[config.mk]
export PLATFORM = sky130hd
export DESIGN_NAME = tcf_front
export DESIGN_NICKNAME = d
export VERILOG_FILES = /design/src/sv/tilt_complementary_filter_top_assert.svh /design/src/sv/tcf_pkg.sv /design/src/sv/tcf_front.sv
export SDC_FILE = /design/constraint.sdc
export NUM_CORES = 1
export LEC_CHECK = 0
export BUFFER_PORTS_ARGS = -buffer_cell sky130_fd_sc_hd__buf_4
export CAP_MARGIN = 20
export CORE_AREA = 2 2 93 95
export DETAILED_ROUTE_END_ITERATION = 16
export DIE_AREA = 0 0 95 97
export HOLD_SLACK_MARGIN = 0.08
export SETUP_SLACK_MARGIN = 0.3
export SLEW_MARGIN = 20
export SYNTH_ARGS = -nofsm -noshare
export SYNTH_HDL_FRONTEND = slang
export SYNTH_SLANG_ARGS = --single-unit
[constraint.sdc]
create_clock -name clk -period 2.2 [get_ports clk]
set_input_delay 0.11 -clock clk [delete_from_list [all_inputs] [get_ports clk]]
set_output_delay 0.11 -clock clk [all_outputs]
set_load 0.01 [all_outputs]
[src/sv/tilt_complementary_filter_top_assert.svh]
// ---------------------------------------------------------------------------
// Tilt complementary filter assertion macros
// Shorthand for clocked implications used by the top level checks.
// ---------------------------------------------------------------------------
`ifndef TILT_COMPLEMENTARY_FILTER_TOP_ASSERT_SVH
`define TILT_COMPLEMENTARY_FILTER_TOP_ASSERT_SVH

// Antecedent implies consequent in the same cycle.
`define TCF_ASSERT_NOW(lbl, ante, cons, msg) \
	lbl: assert property (@(posedge clk) disable iff (!arst_n) (ante) |-> (cons)) \
		else $error(msg);

// Antecedent implies consequent in the next cycle.
`define TCF_ASSERT_NEXT(lbl, ante, cons, msg) \
	lbl: assert property (@(posedge clk) disable iff (!arst_n) (ante) |=> (cons)) \
		else $error(msg);

`endif

[src/sv/tcf_pkg.sv]
// ---------------------------------------------------------------------------
// Tilt complementary filter package
// Item, result and job types, fixed constants and the CORDIC angle table.
// ---------------------------------------------------------------------------
package tcf_pkg;

	typedef struct packed {
		logic signed [15:0] accel_x;
		logic signed [15:0] accel_y;
		logic signed [15:0] accel_z;
		logic signed [15:0] rate_x;
		logic signed [15:0] rate_y;
		logic signed [15:0] rate_z;
		logic [15:0]        elapsed_us;
		logic               home_press;
		logic               lock_press;
	} item_t;

	typedef struct packed {
		logic signed [31:0] roll_deg;
		logic signed [31:0] pitch_deg;
		logic signed [31:0] yaw_deg;
		logic               is_locked;
	} result_t;

	typedef struct packed {
		logic locked;
		logic capture;
		logic serve_home;
	} tag_t;

	typedef struct packed {
		item_t item;
		tag_t  tag;
	} job_t;

	localparam int QDepth   = 2;
	localparam int QPtrW    = 1;
	localparam int AtanSteps = 24;

	// Dividing by one million is a shift by six and a reciprocal multiply by 2^49 / 15625.
	localparam logic [35:0]        RecipConst = 36'd36028797019;
	localparam logic [37:0]        RoundBias  = 38'd7812;
	localparam logic signed [32:0] Deg180    = 33'sd11796480;
	localparam logic signed [32:0] Deg360    = 33'sd23592960;

	function automatic logic [21:0] atan_entry(input logic [4:0] idx);
		logic [21:0] v;
		unique case (idx)
			5'd0:  v = 22'd2949120;
			5'd1:  v = 22'd1740967;
			5'd2:  v = 22'd919879;
			5'd3:  v = 22'd466945;
			5'd4:  v = 22'd234379;
			5'd5:  v = 22'd117304;
			5'd6:  v = 22'd58666;
			5'd7:  v = 22'd29335;
			5'd8:  v = 22'd14668;
			5'd9:  v = 22'd7334;
			5'd10: v = 22'd3667;
			5'd11: v = 22'd1833;
			5'd12: v = 22'd917;
			5'd13: v = 22'd458;
			5'd14: v = 22'd229;
			5'd15: v = 22'd115;
			5'd16: v = 22'd57;
			5'd17: v = 22'd29;
			5'd18: v = 22'd14;
			5'd19: v = 22'd7;
			5'd20: v = 22'd4;
			5'd21: v = 22'd2;
			5'd22: v = 22'd1;
			default: v = 22'd0;
		endcase
		return v;
	endfunction

	function automatic logic signed [31:0] sat32(input logic signed [51:0] v);
		logic signed [31:0] r;
		if (v > 52'sd2147483647) begin
			r = 32'sh7fffffff;
		end else if (v < -52'sd2147483648) begin
			r = 32'sh80000000;
		end else begin
			r = v[31:0];
		end
		return r;
	endfunction

endpackage

[src/sv/tcf_front.sv]
// ---------------------------------------------------------------------------
// Tilt complementary filter front end
// Accepts samples and tags each with its lock and home handling.
// ---------------------------------------------------------------------------
module tcf_front (
	input  logic          clk,
	input  logic          arst_n,
	input  logic          push,
	input  tcf_pkg::item_t item,
	input  logic          q_full,
	output logic          full,
	output logic          q_wr,
	output tcf_pkg::job_t  q_data
);
	import tcf_pkg::*;

	logic lock_q;
	logic home_q;
	logic lock_next;
	logic home_pend;

	assign full      = q_full;
	assign q_wr      = push && !q_full;
	assign lock_next = lock_q ^ item.lock_press;
	assign home_pend = home_q | item.home_press;

	always_comb begin
		q_data.item           = item;
		q_data.tag.locked     = lock_next;
		q_data.tag.capture    = item.lock_press && lock_next;
		q_data.tag.serve_home = !lock_next && home_pend;
	end

	always_ff @(posedge clk or negedge arst_n) begin
		if (!arst_n) begin
			lock_q <= 1'b0;
			home_q <= 1'b0;
		end else if (q_wr) begin
			lock_q <= lock_next;
			home_q <= lock_next ? home_pend : 1'b0;
		end
	end

endmodule

### Yosys cells after proc, flatten, opt, wreduce, memory -nomap -nowiden

Cells that the tools add are included.

* word-level logic and storage cells: 10
* bits in registers: 2
* input port bits: 118

* reductions and logical operators: 5
* bitwise logic cells: 2
* mux-type cells: 1

Operators with widths (number)
* $logic_and A1 B1 Y1: 3
* $logic_not A1 Y1: 2
* $mux W1: 1
* $or A1 B1 Y1: 1
* $xor A1 B1 Y1: 1

### Longest topological paths before layout

Gate-level depths: netlist of run 1.

* word-level depth: 3
* mapped depth: 4
* depth with buffers taken out: 4

### Worst setup path after synthesis of run 1

No wires, ideal clock.

* path kind: reg2out
* start: register lock_q
* end: output q_data[0] (netlist name)
* data required time: 2.090 ns
* buffers on the path: 0
* stages on the path, launching flop included: 5
* arrival: 0.876 ns
* slack: 1.214 ns
* cells stage by stage: dfrtp_1 inv_1 ha_1 inv_1 nor2_1

RTL lines
* start, declared: line tcf_front.sv:17 `logic lock_q;`
* start signal, assigned: line tcf_front.sv:39 `lock_q <= lock_next;`
* end, declared: line tcf_front.sv:13 `output tcf_pkg::job_t q_data`

==> results of run 1 <==
[cells in the mapped netlist (all sizes together)]
master / number / area [sq um]
nor2: 2 / 7.51
buf: 116 / 871
dfrtp: 2 / 50.1
inv: 2 / 7.51
and3b: 1 / 8.76
ha: 1 / 12.5
mux2i: 1 / 10.0
nor2b: 1 / 13.8
a2bb2oi: 1 / 15.0
[through the flow]
| stage | total power, mW | area, sq um |
|---|---|---|
| 2_1_floorplan | 0.360 | 996 |
| 3_3_place_gp | 0.196 | 347 |
| 6_report | 0.338 | 398 |
| 5_1_grt | 0.357 | 398 |
| 3_5_place_dp | 0.199 | 347 |
| 4_1_cts | 0.348 | 398 |
[power groups by stage]
| stage | clock network [mW] | registers, mW | logic [mW] |
|---|---|---|---|
| CTS | 0.147 | 0.0630 | 0.138 |
| floorplan | 0 | 0.0613 | 0.299 |
| detailed placement | 0 | 0.0633 | 0.136 |
| global route | 0.149 | 0.0638 | 0.145 |
| global placement | 0 | 0.0621 | 0.134 |
| finish | 0.143 | 0.0627 | 0.133 |
[worst paths after layout]
check                       start        end  slack (ns)
max                        lock_q  q_data[0]        0.90
min                        q_full     lock_q        0.21
max reg2reg                lock_q     lock_q        1.30
min reg2reg                home_q     home_q        0.53
max in group asynchronous  arst_n     home_q        1.89
min in group asynchronous  arst_n     lock_q        0.22
[placed cells by master, fill, tap and decap left out, drive strengths merged]
cell	instances
ha	1
nor2	2
clkbuf	3
nor2b	1
buf	12
mux2i	1
inv	2
dlygate4sd3	1
and3b	1
dfrtp	2
a2bb2oi	1
[metal layers]
layer,global-route usage [%],wire length (um),vias up
met4,8.92,400,0
li1,-,-,68
met1,0.991,210,93
met2,3.76,688,93
met3,5.14,677,60
met5,0,0,-
[state kept, by name (all words and copies together) (netlist names)]
register and flops:
lock_q 1, home_q 1
[worst max-delay path, cell delays in order, from the launching register on]
cell and delay, ns:
dfrtp_1 0.32, inv_1 0.05, ha_1 0.31, inv_1 0.07, nor2_1 0.10, buf_4 0.13
[final cells by class]
type	instances	area [sq um]
timing repair buffer	13	100
clock buffer	3	41.3
sequential	2	50.0
inverter	2	7.51
multi-input combinational	7	67.6
fill	951	7740
tap	105	131
[logic make-up after synthesis]
logic type,after synthesis,synth area share [%]
AO/OA/AOI/OAI,1,1.51
buffers and inverters,118,88.2
AND/OR/NAND/NOR,4,3.02
flip-flops,2,5.03
multiplexers,1,1.01
adder cells (fa/ha/maj),1,1.26
==> impl_metrics.py, run 1 <==
metrics = {
    "logic_synthesis": {
        "synth_area_sq_um": 996,
        "synth.avg_cell_area_sq_um": 7.84,
        "synthCells": 127,
        "yosysWarningCount": 0,
        "ys_ff_latch": 2,
        "seq_area_frac_synth_pct": 5.03,
        "syn-num-nets": 246,
        "ys_types": 9,
    },
    "global_route": {
        "overflow": 0,
        "antenna_found_initial": 0,
        "grt_pass1_vias": 379,
        "grt_pass1_wl_um": 2460,
        "track_usage_pct": 3.74,
        "grt_max_degree": 4,
    },
    "cts": {
        "cts_root_buf": "clkbuf_8",
        "clk_path_buf_depth": 2,
        "cts_resized": 0,
        "cts_setup_buffers": 0,
        "cts_buffers": 3,
        "cts_hold_buf": 1,
        "cts-htree-levels": 1,
        "worstSkewPairLatency_ns": 0.21,
        "cts_tree": "built",
        "clock_sinks": 2,
        "path_clk_slew_ns": 0.03,
    },
    "pwr": {
        "combPwrFrac_pct": 39.3,
        "seqPwrFrac_pct": 18.5,
        "p_per_area_nw_per_um2": 850,
        "p_sw_mw": 0.0965,
        "netSwitchingFraction_pct": 28.5,
        "p_leak_nw": 0.153,
        "max-vdd-ir-drop_mv": 0.478,
        "p_int_mw": 0.242,
        "power.clock.fraction_pct": 42.1,
    },
    "routing": {
        "drtIter0Drc": 2,
        "wirelength_um": 1980,
        "ant_nets": 0,
        "dr.pass1.iters": 2,
        "drc": 0,
        "wl_per_cell_um": 15.0,
        "via_per_inst": 2.38,
        "via_count": 314,
    },
    "placed_design": {
        "place.gp.congestion": 0.561,
        "place_inst": 128,
        "pre_cts_ws_ns": 1.11,
        "port_buffers": 12,
    },
    "sta": {
        "setup-tns-final_ns": 0,
        "finalWorstSetupSlack_ns": 0.905,
        "fin_crit_ns": 1.30,
        "holdWs_ns": 0.207,
        "rsz0062_at_grt": "no",
        "maxSlewViolCount": 0,
        "setup_viol": 0,
        "finalCritPeriodShare_pct": 58.9,
        "hold_viol": 0,
        "max_freq_mhz": 772,
        "clock_skew_ns": 0.00143,
        "slew_headroom_pct": 92.1,
        "tightest_slew_ns": 0.115,
    },
    "layout": {
        "final_util_pct": 4.89,
        "syn_to_final_growth_pct": -60.1,
        "n_antenna_cell": 0,
        "nNetsFinal": 148,
        "final_cells": 132,
        "drive_above_1_share_pct": 63.0,
    },
    "status": {
        "outcome": "complete, no violations",
    },
    "floorplanning": {
        "coreArea_sq_um": 8130,
        "dieArea_sq_um": 9220,
        "die_y_um": 97,
        "ios": 237,
        "std_cell_rows": 33,
        "start_util_pct": 12.2,
        "dieWidth_um": 95,
    },
    "worst_setup_path": {
        "crit_type": "flop to output pin",
        "arrival_ns": 1.19,
        "reg2reg_depth": 3,
        "critPathLaunchType": "flop",
        "critPathCaptureType": "output pin",
        "crit_fanout": 3,
        "critPathRequiredTime_ns": 2.09,
    },
    "job": {
        "max-cap-violations": 0,
    },
    "worst_hold_path": {
        "holdCritPathClass": "input port to flop",
        "min_path_cells": 3,
    },
}
Note: power is estimated with default switching activity, not from simulation.
==> run 2, diff against run 1 <==
Settings changed: CORE_AREA 2 2 93 95 to 2 2 92 94, DIE_AREA 0 0 95 97 to 0 0 94 96.
Clock period 2.2 ns to 1.4 ns, I/O delays scaled along.
==> impl_metrics.py, run 2 (same netlist as run 1, synthesis figures left out) <==
metrics = {
    "sta": {
        "fin_crit_ns": 1.14,
        "max_freq_mhz": 875,
        "setup_viol": 0,
        "slew_headroom_pct": 92.2,
        "tightest_slew_ns": 0.114,
        "setup-tns-final_ns": 0,
        "maxSlewViolCount": 0,
        "rsz0062_at_grt": "yes",
        "hold_viol": 0,
        "finalWorstSetupSlack_ns": 0.257,
        "clock_skew_ns": 0.00164,
        "finalCritPeriodShare_pct": 81.6,
    },
    "layout": {
        "num-fill-cells": 953,
        "final_common_cell": "buf_4",
        "drive_above_1_share_pct": 75.9,
        "multiInputGateArea_sq_um": 80.1,
        "final_util_pct": 5.28,
        "top_regs": "home_q: 1 flops, lock_q: 1 flops",
        "nNetsFinal": 150,
        "final_cell_mix": "buf_4 (14), clkbuf_8 (3), inv_2 (2), nor2_1 (2), dfrtp_1 (2)",
        "final_cells": 134,
        "n_antenna_cell": 0,
        "seq_area_sq_um": 50.0,
        "syn_to_final_growth_pct": -57.3,
    },
    "floorplanning": {
        "dieWidth_um": 94,
        "std_cell_rows": 33,
        "start_util_pct": 12.4,
        "ios": 237,
        "dieArea_sq_um": 9020,
        "die_y_um": 96,
        "coreArea_sq_um": 8050,
    },
    "routing": {
        "via_count": 334,
        "ant_nets": 0,
        "wirelength_um": 2010,
        "wl_per_cell_um": 15.0,
        "drtIter0Drc": 1,
        "drc": 0,
        "dr.pass1.iters": 2,
        "via_per_inst": 2.49,
    },
    "pwr": {
        "p_sw_mw": 0.181,
        "max-vdd-ir-drop_mv": 0.732,
        "p_per_area_nw_per_um2": 1440,
        "combPwrFrac_pct": 45.7,
        "p_int_mw": 0.431,
        "seqPwrFrac_pct": 16.6,
        "netSwitchingFraction_pct": 29.6,
        "p_leak_nw": 0.160,
        "power.clock.fraction_pct": 37.7,
    },
    "placed_design": {
        "pre_cts_ws_ns": 0.370,
        "place.gp.congestion": 0.618,
        "port_buffers": 12,
        "place_inst": 128,
        "hpwl_um": 1610,
    },
    "cts": {
        "clock_sinks": 2,
        "clk_path_buf_depth": 2,
        "worstSkewPairLatency_ns": 0.21,
        "cts_buffers": 3,
        "cts-htree-levels": 1,
        "cts_root_buf": "clkbuf_8",
        "cts_tree": "built",
        "path_clk_slew_ns": 0.03,
    },
    "job": {
        "max-cap-violations": 0,
    },
    "worst_setup_path": {
        "cpPeakStageDelay_ns": 0.32,
        "path_cells": "inv_2 -> ha_4 -> inv_2 -> nor2_1 -> buf_4",
        "crit_fanout": 2,
        "critPathLaunchType": "flop",
        "arrival_ns": 1.07,
        "crit_family": "flip-flops",
        "r2r_slack_ns": 0.43,
        "slowest_stage": "dfrtp_1",
        "crit_type": "flop to output pin",
        "critPathCaptureType": "output pin",
        "critPathRequiredTime_ns": 1.33,
        "crit_buf_inv": 3,
        "cp_common_cell": "inv_2",
    },
    "global_route": {
        "overflow": 0,
        "grt_pass1_wl_um": 2330,
        "antenna_found_initial": 0,
        "track_usage_pct": 3.68,
        "grt_pass1_vias": 367,
        "grt_max_degree": 4,
    },
    "worst_hold_path": {
        "holdCritPathClass": "input port to output pin",
    },
    "status": {
        "outcome": "complete, no violations",
    },
}
[run 2: cell types whose count changed in the layout (fill, tap and decap cells not counted), sizes merged]
cell	delta
buf	+2
[run 2: cell type report]
cell class | count | share of cell area (%)
Timing Repair Buffer | 15 | 27.1
Multi-Input combinational cell | 7 | 18.8
Clock buffer | 3 | 9.71
Sequential cell | 2 | 11.8
Inverter | 2 | 1.76
Tap cell | 105 | 30.9
[run 2: power by group through the flow]
stage / combinational [mW] / sequential (mW) / clock [mW]
4_1_cts: 0.276 / 0.102 / 0.243
3_5_place_dp: 0.206 / 0.100 / 0
2_1_floorplan: 0.470 / 0.0963 / 0
3_3_place_gp: 0.202 / 0.0986 / 0
6_report: 0.280 / 0.102 / 0.231
5_1_grt: 0.303 / 0.105 / 0.238
[run 2: worst register-to-register path, stage by stage, from the launching register on]
cell     delay [ns]
dfrtp_1        0.36
inv_2          0.08
ha_4           0.21
buf_4          0.13
mux2i_1        0.12
[run 2: worst paths after layout]
kind                                   end  startpoint  cells past startpoint
worst max register to register      lock_q      lock_q                      4
worst min-delay path            q_data[53]    item[50]                      0
worst max-delay path             q_data[0]      lock_q                      5
max in group asynchronous           home_q      arst_n                      2
worst min register to register      home_q      home_q                      1
min in group asynchronous           lock_q      arst_n                      2
[run 2: repair_timing]
action / 4_1_cts / 5_1_grt
hold buffers: 1 / 0
buffers inserted: 2 / 0
hold endpoints to repair: 2 / 0
setup endpoints to repair: 2 / 1
pin swaps: 2 / 0
gates resized for setup: 3 / 0
[run 2: layer usage]
layer | vias to the layer above | track usage, % | part of all wire [%]
met2 | 88 | 3.33 | 29
met4 | 0 | 12.6 | 32
met3 | 72 | 3.99 | 31
met5 | - | 0 | 0
li1 | 72 | - | -
met1 | 102 | 0.610 | 7.6
[run 2: metrics by stage]
stage,power [mW],cell area (sq um),hold slack (ns)
after global placement,0.300,347,-0.143
after floorplan,0.566,996,-0.226
final,0.612,425,0.140
after CTS,0.621,425,0.140
after detailed placement,0.306,347,-0.143
after global routing,0.645,425,0.140
