[config.mk]
export PLATFORM = sky130hd
export DESIGN_NAME = tcf_queue
export DESIGN_NICKNAME = d
export VERILOG_FILES = /design/src/sv/tilt_complementary_filter_top_assert.svh /design/src/sv/tcf_pkg.sv /design/src/sv/tcf_queue.sv
export SDC_FILE = /design/constraint.sdc
export NUM_CORES = 1
export LEC_CHECK = 0
export BUFFER_PORTS_ARGS = -buffer_cell sky130_fd_sc_hd__clkbuf_2
export CORE_AREA = 2 2 125 188
export CTS_CLUSTER_DIAMETER = 30
export DETAILED_ROUTE_END_ITERATION = 16
export DIE_AREA = 0 0 127 190
export GPL_TIMING_DRIVEN = 1
export PLACE_DENSITY_LB_ADDON = 0.12
export SYNTH_ARGS = -nofsm -noshare
export SYNTH_HDL_FRONTEND = slang
export SYNTH_SLANG_ARGS = --single-unit
[constraint.sdc]
create_clock -name clk -period 7.2 [get_ports clk]
set_input_delay 0 -clock clk [delete_from_list [all_inputs] [get_ports clk]]
set_output_delay 0 -clock clk [all_outputs]
set_load 0.05 [all_outputs]
[src/sv/tilt_complementary_filter_top_assert.svh]
// ---------------------------------------------------------------------------
// Tilt complementary filter assertion macros
// Shorthand for clocked implications used by the top level checks.
// ---------------------------------------------------------------------------
`ifndef TILT_COMPLEMENTARY_FILTER_TOP_ASSERT_SVH
`define TILT_COMPLEMENTARY_FILTER_TOP_ASSERT_SVH

// Antecedent implies consequent in the same cycle.
`define TCF_ASSERT_NOW(lbl, ante, cons, msg) \
	lbl: assert property (@(posedge clk) disable iff (!arst_n) (ante) |-> (cons)) \
		else $error(msg);

// Antecedent implies consequent in the next cycle.
`define TCF_ASSERT_NEXT(lbl, ante, cons, msg) \
	lbl: assert property (@(posedge clk) disable iff (!arst_n) (ante) |=> (cons)) \
		else $error(msg);

`endif

[src/sv/tcf_pkg.sv]
// ---------------------------------------------------------------------------
// Tilt complementary filter package
// Item, result and job types, fixed constants and the CORDIC angle table.
// ---------------------------------------------------------------------------
package tcf_pkg;

	typedef struct packed {
		logic signed [15:0] accel_x;
		logic signed [15:0] accel_y;
		logic signed [15:0] accel_z;
		logic signed [15:0] rate_x;
		logic signed [15:0] rate_y;
		logic signed [15:0] rate_z;
		logic [15:0]        elapsed_us;
		logic               home_press;
		logic               lock_press;
	} item_t;

	typedef struct packed {
		logic signed [31:0] roll_deg;
		logic signed [31:0] pitch_deg;
		logic signed [31:0] yaw_deg;
		logic               is_locked;
	} result_t;

	typedef struct packed {
		logic locked;
		logic capture;
		logic serve_home;
	} tag_t;

	typedef struct packed {
		item_t item;
		tag_t  tag;
	} job_t;

	localparam int QDepth   = 2;
	localparam int QPtrW    = 1;
	localparam int AtanSteps = 24;

	// Dividing by one million is a shift by six and a reciprocal multiply by 2^49 / 15625.
	localparam logic [35:0]        RecipConst = 36'd36028797019;
	localparam logic [37:0]        RoundBias  = 38'd7812;
	localparam logic signed [32:0] Deg180    = 33'sd11796480;
	localparam logic signed [32:0] Deg360    = 33'sd23592960;

	function automatic logic [21:0] atan_entry(input logic [4:0] idx);
		logic [21:0] v;
		unique case (idx)
			5'd0:  v = 22'd2949120;
			5'd1:  v = 22'd1740967;
			5'd2:  v = 22'd919879;
			5'd3:  v = 22'd466945;
			5'd4:  v = 22'd234379;
			5'd5:  v = 22'd117304;
			5'd6:  v = 22'd58666;
			5'd7:  v = 22'd29335;
			5'd8:  v = 22'd14668;
			5'd9:  v = 22'd7334;
			5'd10: v = 22'd3667;
			5'd11: v = 22'd1833;
			5'd12: v = 22'd917;
			5'd13: v = 22'd458;
			5'd14: v = 22'd229;
			5'd15: v = 22'd115;
			5'd16: v = 22'd57;
			5'd17: v = 22'd29;
			5'd18: v = 22'd14;
			5'd19: v = 22'd7;
			5'd20: v = 22'd4;
			5'd21: v = 22'd2;
			5'd22: v = 22'd1;
			default: v = 22'd0;
		endcase
		return v;
	endfunction

	function automatic logic signed [31:0] sat32(input logic signed [51:0] v);
		logic signed [31:0] r;
		if (v > 52'sd2147483647) begin
			r = 32'sh7fffffff;
		end else if (v < -52'sd2147483648) begin
			r = 32'sh80000000;
		end else begin
			r = v[31:0];
		end
		return r;
	endfunction

endpackage

[src/sv/tcf_queue.sv]
// ---------------------------------------------------------------------------
// Tilt complementary filter job queue
// Short first-in first-out buffer between the front end and the engine.
// ---------------------------------------------------------------------------
module tcf_queue (
	input  logic          clk,
	input  logic          arst_n,
	input  logic          wr,
	input  tcf_pkg::job_t  wr_data,
	input  logic          rd,
	output tcf_pkg::job_t  rd_data,
	output logic          q_full,
	output logic          q_empty
);
	import tcf_pkg::*;

	job_t             mem_q [QDepth];
	logic [QPtrW-1:0] wp_q;
	logic [QPtrW-1:0] rp_q;
	logic [QPtrW:0]   cnt_q;

	assign q_full  = (cnt_q == QDepth[QPtrW:0]);
	assign q_empty = (cnt_q == '0);
	assign rd_data = mem_q[rp_q];

	always_ff @(posedge clk) begin
		if (wr) begin
			mem_q[wp_q] <= wr_data;
		end
	end

	always_ff @(posedge clk or negedge arst_n) begin
		if (!arst_n) begin
			wp_q  <= '0;
			rp_q  <= '0;
			cnt_q <= '0;
		end else begin
			if (wr) begin
				wp_q <= wp_q + 1'b1;
			end
			if (rd) begin
				rp_q <= rp_q + 1'b1;
			end
			if (wr && !rd) begin
				cnt_q <= cnt_q + 1'b1;
			end else if (rd && !wr) begin
				cnt_q <= cnt_q - 1'b1;
			end
		end
	end

endmodule

# --- Word-level counts from Yosys, hierarchy flattened ---
# Memories as Yosys holds them, arrays and structs flattened.
# Index checks and enable logic that the tools add are counted.
# W data, S select, Z words.
word_totals:
  regBits: 4
  latch_bits: 0
  ramBits: 234
  romBits: 0
  input_bits: 121
  mem_count: 1
mem_list:
  columns: ["name", "words", "width", "read_ports", "rd_clocked_by_memory_dff", "wr", "line_no", "text"]
  rows:
  - ["mem_q", 2, 117, 1, 0, 1, "tcf_queue.sv:17", "job_t mem_q [QDepth];"]
op_classes:
  n_addsub: 4
  n_mul: 0
  div: 0
  magnitude_cmp: 0
  eq_ne: 1
  shifts: 0
  muxes: 4
  bitwise: 0
  reduce_logical: 6
ops:
  columns: ["cell", "count"]
  rows:
  - ["$mux W2", 2]
  - ["$add A1 B1 Y1 const B", 2]
  - ["$add A2 B1 Y2 const B", 1]
  - ["$eq A2 B2 Y1 const B", 1]
  - ["$logic_and A1 B1 Y1", 2]
  - ["$logic_not A1 Y1", 2]
  - ["$logic_not A2 Y1", 1]
  - ["$mux W1", 2]
  - ["$reduce_bool A2 Y1", 1]
  - ["$sub A2 B1 Y2 const B", 1]

# --- Depth between registers and ports, before layout ---
# Gate-level depths: netlist of the first run.
depth:
  ltp_word: 4
  mapped_depth: 5
  depth_no_buf: 5

# --- Least setup slack after synthesis of the first run ---
# OpenSTA, ideal clock, no wires.
synth_path:
  path_kind: "register to register"
  from: "reg wp_q"
  to: "mem mem_q[0][0] (netlist name), enable pin"
  setup_time_ps: 608
  arrival_time_ps: 5575
  setup_slack_ps: 1017
  stages_incl_launch_ff: 2
  n_path_buf: 0
  cell_sequence: "dfrtp_1 > nor2b_1"
synth_rtl:
  columns: ["element", "line_no", "text"]
  rows:
  - ["from (decl)", "tcf_queue.sv:18", "logic [QPtrW-1:0] wp_q;"]
  - ["from (signal assigned)", "tcf_queue.sv:39", "wp_q <= wp_q + 1'b1;"]
  - ["to (decl)", "tcf_queue.sv:17", null]
# Straight into the memory's write port.

==> qor.yml, run 1 <==
setup_path:
  critPathKind: "reg2out"
  reg2reg_to: "mem_q[0][115]$_DFFE_PP_"
  cp_max_fo: 73
  start_kind: "flip-flop"
  worstRegToRegCells: 3
  r2r-start: "wp_q$_DFFE_PN0P_"
  critPathLaunch: "rp_q$_DFFE_PN0P_"
  cp-endpoint: "rd_data[110]"
  worstSetupEndpointType: "primary output"
  worstPathArrival_ns: 3.10
  required_ns: 7.20
  r2r_slack_ns: 4.51
status:
  status: "complete, no violations"
layout:
  num-nets-final: 891
  syn2layout_area_growth_pct: 44.8
  seq_area_um2: 7130
  multi_input_area_um2: 1490
  drive_above_1_share_pct: 52.6
  finalInstanceArea_um2: 12600
  fillers: 1854
  layout_common_cells: "clkbuf_2 (239), edfxtp_1 (234), dlygate4sd3_1 (121)"
  layout_commonest_cell: "clkbuf_2"
timing:
  setup_viol: 0
  whs_ns: 0.231
  max_freq_mhz: 322
  rsz0062_at_grt: "no"
  fin_tns_setup_ns: 0
  finalClockSkew_ns: 0.0144
  slew_violations: 0
  worst_slack_ns: 4.10
  fin_crit_sh_pct: 43.1
  tightestPinTransition_ns: 1.13
  hold_viol: 0
  finalCriticalPeriod_ns: 3.10
  slew_headroom_pct: 24.4
route:
  drt_wl_total_um: 17800
  drc: 0
  drtIter0Drc: 262
  vias_per_cell: 4.60
  firstDrtPassIters: 4
  wire_per_inst_um: 16.6
  drtAntennaViolNets: 0
  route.vias.total: 4948
run:
  cap_violations: 0
clock_tree:
  cts_made_buffers: 36
  h-tree-depth: 2
  cts.sinks: 238
  root_buffer: "clkbuf_16"
  clk_latency_ns: 0.49
  postCtsSetupBuffers: 0
  cts_hold_buf: 121
  post_cts_resized: 0
  cts_tree: "done"
  path_clk_slew_ns: 0.05
  clock_path_buffers: 3
placement:
  post-dp-hpwl_um: 11100
  gp_congestion: 0.721
  place_area_um2: 10200
  place_ws_ns: 4.43
  io_buffer_count: 239
power_and_ir_drop:
  p_seq_share_pct: 34.8
  pwr_density_cell_nw_per_um2: 455
  swShare_pct: 38.3
  peakVddDrop_mv: 0.422
  p_leak_nw: 4.93
  switchingPower_mw: 2.20
  internal_power_mw: 3.53
  p_clk_share_pct: 29.4
  combPwrFrac_pct: 35.8
floorplan:
  start_util_pct: 38.4
  pin_count: 240
  die_w_um: 127
  dieArea_um2: 24100
  coreArea_um2: 22600
  die_y_um: 190
  rows: 68
logic_synthesis:
  syn_area_um2: 8700
  synth_nets: 502
  yosysSeqAreaShare_pct: 82.0
  syn_area_per_cell_um2: 22.9
  ys_warn_count: 0
  synth_cells: 380
  synth-seq-cells: 238
  yosysUniqueCellTypes: 13
grt:
  grt_max_degree: 74
  gr-usage-all-layers_pct: 14.5
  antenna_found_initial: 1
  grt_pass1_wl_um: 27400
  grt.overflow.total: 0
  grt_pass1_vias: 5653
  gr-usage-met1_pct: 13.7
  top_usage_layer: "met2"
  gr-usage-met3_pct: 5.06
  use_met2_pct: 27.8
worst_hold_path:
  holdCritPathClass: "in2reg"
  min_from: "wr_data[24]"
  hold_depth: 2
-- through the flow --
step	utilization [%]	instances	power, mW
after CTS	55.6	1075	5.81
after global routing	55.7	1076	5.95
after global placement	45.1	890	4.02
after detailed placement	45.1	890	4.05
after floorplan	-	380	3.64
final	55.7	1076	5.73
-- critical path: stages (launching register included) --
cell,delay [ns]
dfrtp_4,1.12
buf_4,0.68
mux2_2,0.40
clkbuf_2,0.26
-- power groups by stage --
stage / registers [mW] / logic (mW) / clock network, mW
3_5_place_dp: 2.03 / 2.02 / 0
3_3_place_gp: 2.01 / 2.01 / 0
2_1_floorplan: 1.95 / 1.69 / 0
5_1_grt: 2.03 / 2.14 / 1.78
6_report: 1.99 / 2.05 / 1.68
4_1_cts: 2.00 / 2.08 / 1.73
-- synth_stat cells --
cell,instances,area share [%]
and2_1,1,0.072
buf_2,9,0.52
buf_6,4,0.52
dfrtp_1,4,1.2
edfxtp_1,234,81
ha_1,1,0.14
inv_1,1,0.043
mux2_2,97,13
mux2_4,20,3.5
nor2_1,2,0.086
nor2b_1,2,0.14
xnor2_1,1,0.10
xor2_1,4,0.40
-- state kept, by name, indices dropped and copies added, names as in the netlist --
signal and flops:
mem_q 234, cnt_q 2, rp_q 1, wp_q 1
-- metal layers --
layer  wire length, µm  share of wire [%]
met3              1330                7.5
met2              9810                 55
met4               557                3.1
met5                 0                  0
met1              6140                 34
-- cells by family (layout without fill, tap and decap cells) --
family        count (synthesis)  after routing  synth area share, %
other cells                   0              1                    0
fa+ha+maj                     1              1                0.144
flops                       238            238                 82.0
buf+inv                      14            429                 1.08
xor+xnor                      5              5                0.504
mux                         117            117                 16.0
simple gates                  5              5                0.302
-- worst min-delay path by stage --
stage	to	slack, ns
2_1_floorplan	cnt_q[0]$_DFFE_PN0P_	-0.30
3_3_place_gp	cnt_q[1]$_DFFE_PN0P_	-0.19
3_5_place_dp	rp_q$_DFFE_PN0P_	-0.18
4_1_cts	mem_q[0][24]$_DFFE_PP_	0.21
5_1_grt	mem_q[1][93]$_DFFE_PP_	0.22
6_report	mem_q[1][24]$_DFFE_PP_	0.23
-- cell type report --
cell class	count	area share (%)
diodes	1	0.0199
clock buffers	44	7.56
repair buffers	364	19.4
multi-input cells	128	11.8
flip-flops and latches	238	56.6
clock inverters	20	1.85
well taps	280	2.78
inverters	1	0.0298
Note: power is estimated with default switching activity, not from simulation.
==> run 2: changes to the inputs <==
==> constraint.sdc (replaced) <==
create_clock -name clk -period 3 [get_ports clk]
set_input_delay 0 -clock clk [delete_from_list [all_inputs] [get_ports clk]]
set_output_delay 0 -clock clk [all_outputs]
set_load 0.05 [all_outputs]
==> run 2 against run 1 <==
Against the previous run:
- core utilization decreased by 0.12 points
- die area unchanged
- sequential share of layout area increased by 0.12 points
- critical path depth unchanged
- cell area decreased by 0.22%
- final cell count increased by 0.19%
- clock power increased by 120%
- sequential power increased by 140%
- worst setup slack got worse by 3.5 ns
- combinational power increased by 150%
- global-route usage increased by 1.5 points
- critical endpoint is now rd_data[52]
- largest cell class unchanged
- largest power group unchanged
==> qor.yml, run 2 (synthesized netlist as in run 1, its figures left out) <==
status:
  status: "complete, no violations"
layout:
  seq_area_um2: 7130  # unchanged
  num-nets-final: 892  # +0.11%
  instances_no_fill: 1078  # +0.19%
  drive_above_1_share_pct: 52.3  # -0.32 points
  finalInstanceArea_um2: 12600  # -0.22%
  layout_commonest_cell: "clkbuf_2"
  regMostFlops: "mem_q"
  syn2layout_area_growth_pct: 44.5
  layout_common_cells: "clkbuf_2 (239), edfxtp_1 (234), dlygate4sd3_1 (121)"
  multi_input_area_um2: 1490  # unchanged
  top_regs: "mem_q: 234 flops, cnt_q: 2 flops"
  largest_reg_flops: 234  # unchanged
  fillers: 1823  # -1.7%
timing:
  hold_viol: 0  # unchanged
  finalCriticalPeriod_ns: 2.43
  worst_slack_ns: 0.566  # -3.53 ns
  finalClockSkew_ns: 0.0141  # -0.000386 ns
  tightestPinTransition_ns: 0.697  # -0.437 ns
  rsz0062_at_grt: "no"
  fin_crit_sh_pct: 81.1
  max_freq_mhz: 411
  slew_headroom_pct: 53.5  # +29 points
  fin_tns_setup_ns: 0  # unchanged
  setup_viol: 0  # unchanged
  slew_violations: 0  # unchanged
clock_tree:
  cts_tree: "done"
  clk_latency_ns: 0.51  # +0.02 ns
  h-tree-depth: 2  # unchanged
  post_cts_resized: 0  # unchanged
  cts_made_buffers: 35  # -2.8%
  cts.sinks: 238  # unchanged
  postCtsSetupBuffers: 0  # unchanged
  path_clk_slew_ns: 0.05  # about the same
  cts_hold_buf: 121  # unchanged
  clock_path_buffers: 3  # unchanged
  root_buffer: "clkbuf_16"
grt:
  gr-usage-all-layers_pct: 16.0  # +1.5 points
  antenna_found_initial: 3  # +2
  grt_pass1_wl_um: 29300  # +7.1%
  grt.overflow.total: 0  # unchanged
  grt_max_degree: 118  # +59%
  grt_pass1_vias: 5552  # -1.8%
run:
  cap_violations: 0  # unchanged
worst_hold_path:
  hold-path-endpoint: "mem_q[1][33]$_DFFE_PP_"
  min_from: "wr_data[33]"
  hold_depth: 2  # unchanged
  holdCritPathClass: "in2reg"
placement:
  place_ws_ns: 1.09  # -3.34 ns
  gp_congestion: 0.757  # +5.0%
  place_area_um2: 10300  # +0.64%
  dp.cells: 892  # +0.22%
  post-dp-hpwl_um: 12400  # +11%
  io_buffer_count: 239  # unchanged
route:
  drtAntennaViolNets: 0  # unchanged
  vias_per_cell: 4.63  # +0.58%
  drtIter0Drc: 194  # -26%
  drc: 0  # unchanged
  drt_wl_total_um: 19300  # +8.1%
  wire_per_inst_um: 17.9  # +7.9%
  firstDrtPassIters: 4  # unchanged
  route.vias.total: 4986  # +0.77%
floorplan:
  pin_count: 240  # unchanged
  dieArea_um2: 24100  # unchanged
  die_w_um: 127  # unchanged
  die_y_um: 190  # unchanged
  rows: 68  # unchanged
  start_util_pct: 38.4  # unchanged
  coreArea_um2: 22600  # unchanged
setup_path:
  worstSetupEndpointType: "primary output"
  reg2reg_to: "mem_q[1][71]$_DFFE_PP_"
  critPathKind: "reg2out"
  worstPathArrival_ns: 2.43  # -0.67 ns
  required_ns: 3.00  # -4.20 ns
  worstRegToRegCells: 2  # -1
  start_kind: "flip-flop"
  crit_chain: "buf_12 > mux2_2 > clkbuf_2"
  r2r-start: "wp_q$_DFFE_PN0P_"
  crit_family: "flip-flops"
  critical_path_buf_inv_count: 2  # unchanged
  cpMaxStageDelayCell: "dfrtp_4"
  cp_max_fo: 43  # -41%
  critPathMaxStageDelay_ns: 0.88  # -0.24 ns
  r2r_slack_ns: 1.26  # -3.25 ns
power_and_ir_drop:
  p_leak_nw: 4.89  # -0.77%
  pwr_density_cell_nw_per_um2: 1070  # +140%
  peakVddDrop_mv: 0.799  # +90%
run 2: per-layer routing:
layer  up-vias  track usage (%)  wire length (µm)
met5         -                0                13
met3        50             4.44              1140
met4         2             7.23               705
li1       2314                -                 -
met2       180             30.4             10800
met1      2440             15.9              6600
run 2: worst max-delay path by stage:
stage                                start                    end  cells past startpoint
after floorplan           wp_q$_DFFE_PN0P_  mem_q[0][0]$_DFFE_PP_                      1
after global placement    rp_q$_DFFE_PN0P_            rd_data[52]                      3
after detailed placement  rp_q$_DFFE_PN0P_            rd_data[52]                      3
after CTS                 rp_q$_DFFE_PN0P_            rd_data[52]                      3
after global routing      rp_q$_DFFE_PN0P_            rd_data[52]                      3
final                     rp_q$_DFFE_PN0P_            rd_data[52]                      3
run 2: through the flow:
| stage | utilization, % | total power, mW | hold slack [ns] |
|---|---|---|---|
| after CTS | 55.5 | 13.7 | 0.200 |
| after global placement | 45.3 | 9.76 | -0.190 |
| after detailed placement | 45.3 | 9.82 | -0.184 |
| after floorplan | - | 8.66 | -0.296 |
| after global routing | 55.5 | 14.0 | 0.220 |
| final | 55.5 | 13.5 | 0.222 |
run 2: layout make-up:
cell class,count,share of cell area (%)
Inverter,1,0.0299
Timing Repair Buffer,366,19.9
Antenna cell,2,0.0398
Multi-Input combinational cell,128,11.8
Sequential cell,238,56.7
Clock inverter,20,1.46
Tap cell,280,2.79
Clock buffer,43,7.21
run 2: power by group:
| group | internal [mW] | switching (mW) | leakage (nW) |
|---|---|---|---|
| sequential | 4.42 | 0.296 | 2.24 |
| clock | 2.27 | 1.44 | 0.510 |
| combinational | 1.48 | 3.60 | 2.14 |
| total | 8.17 | 5.33 | 4.89 |
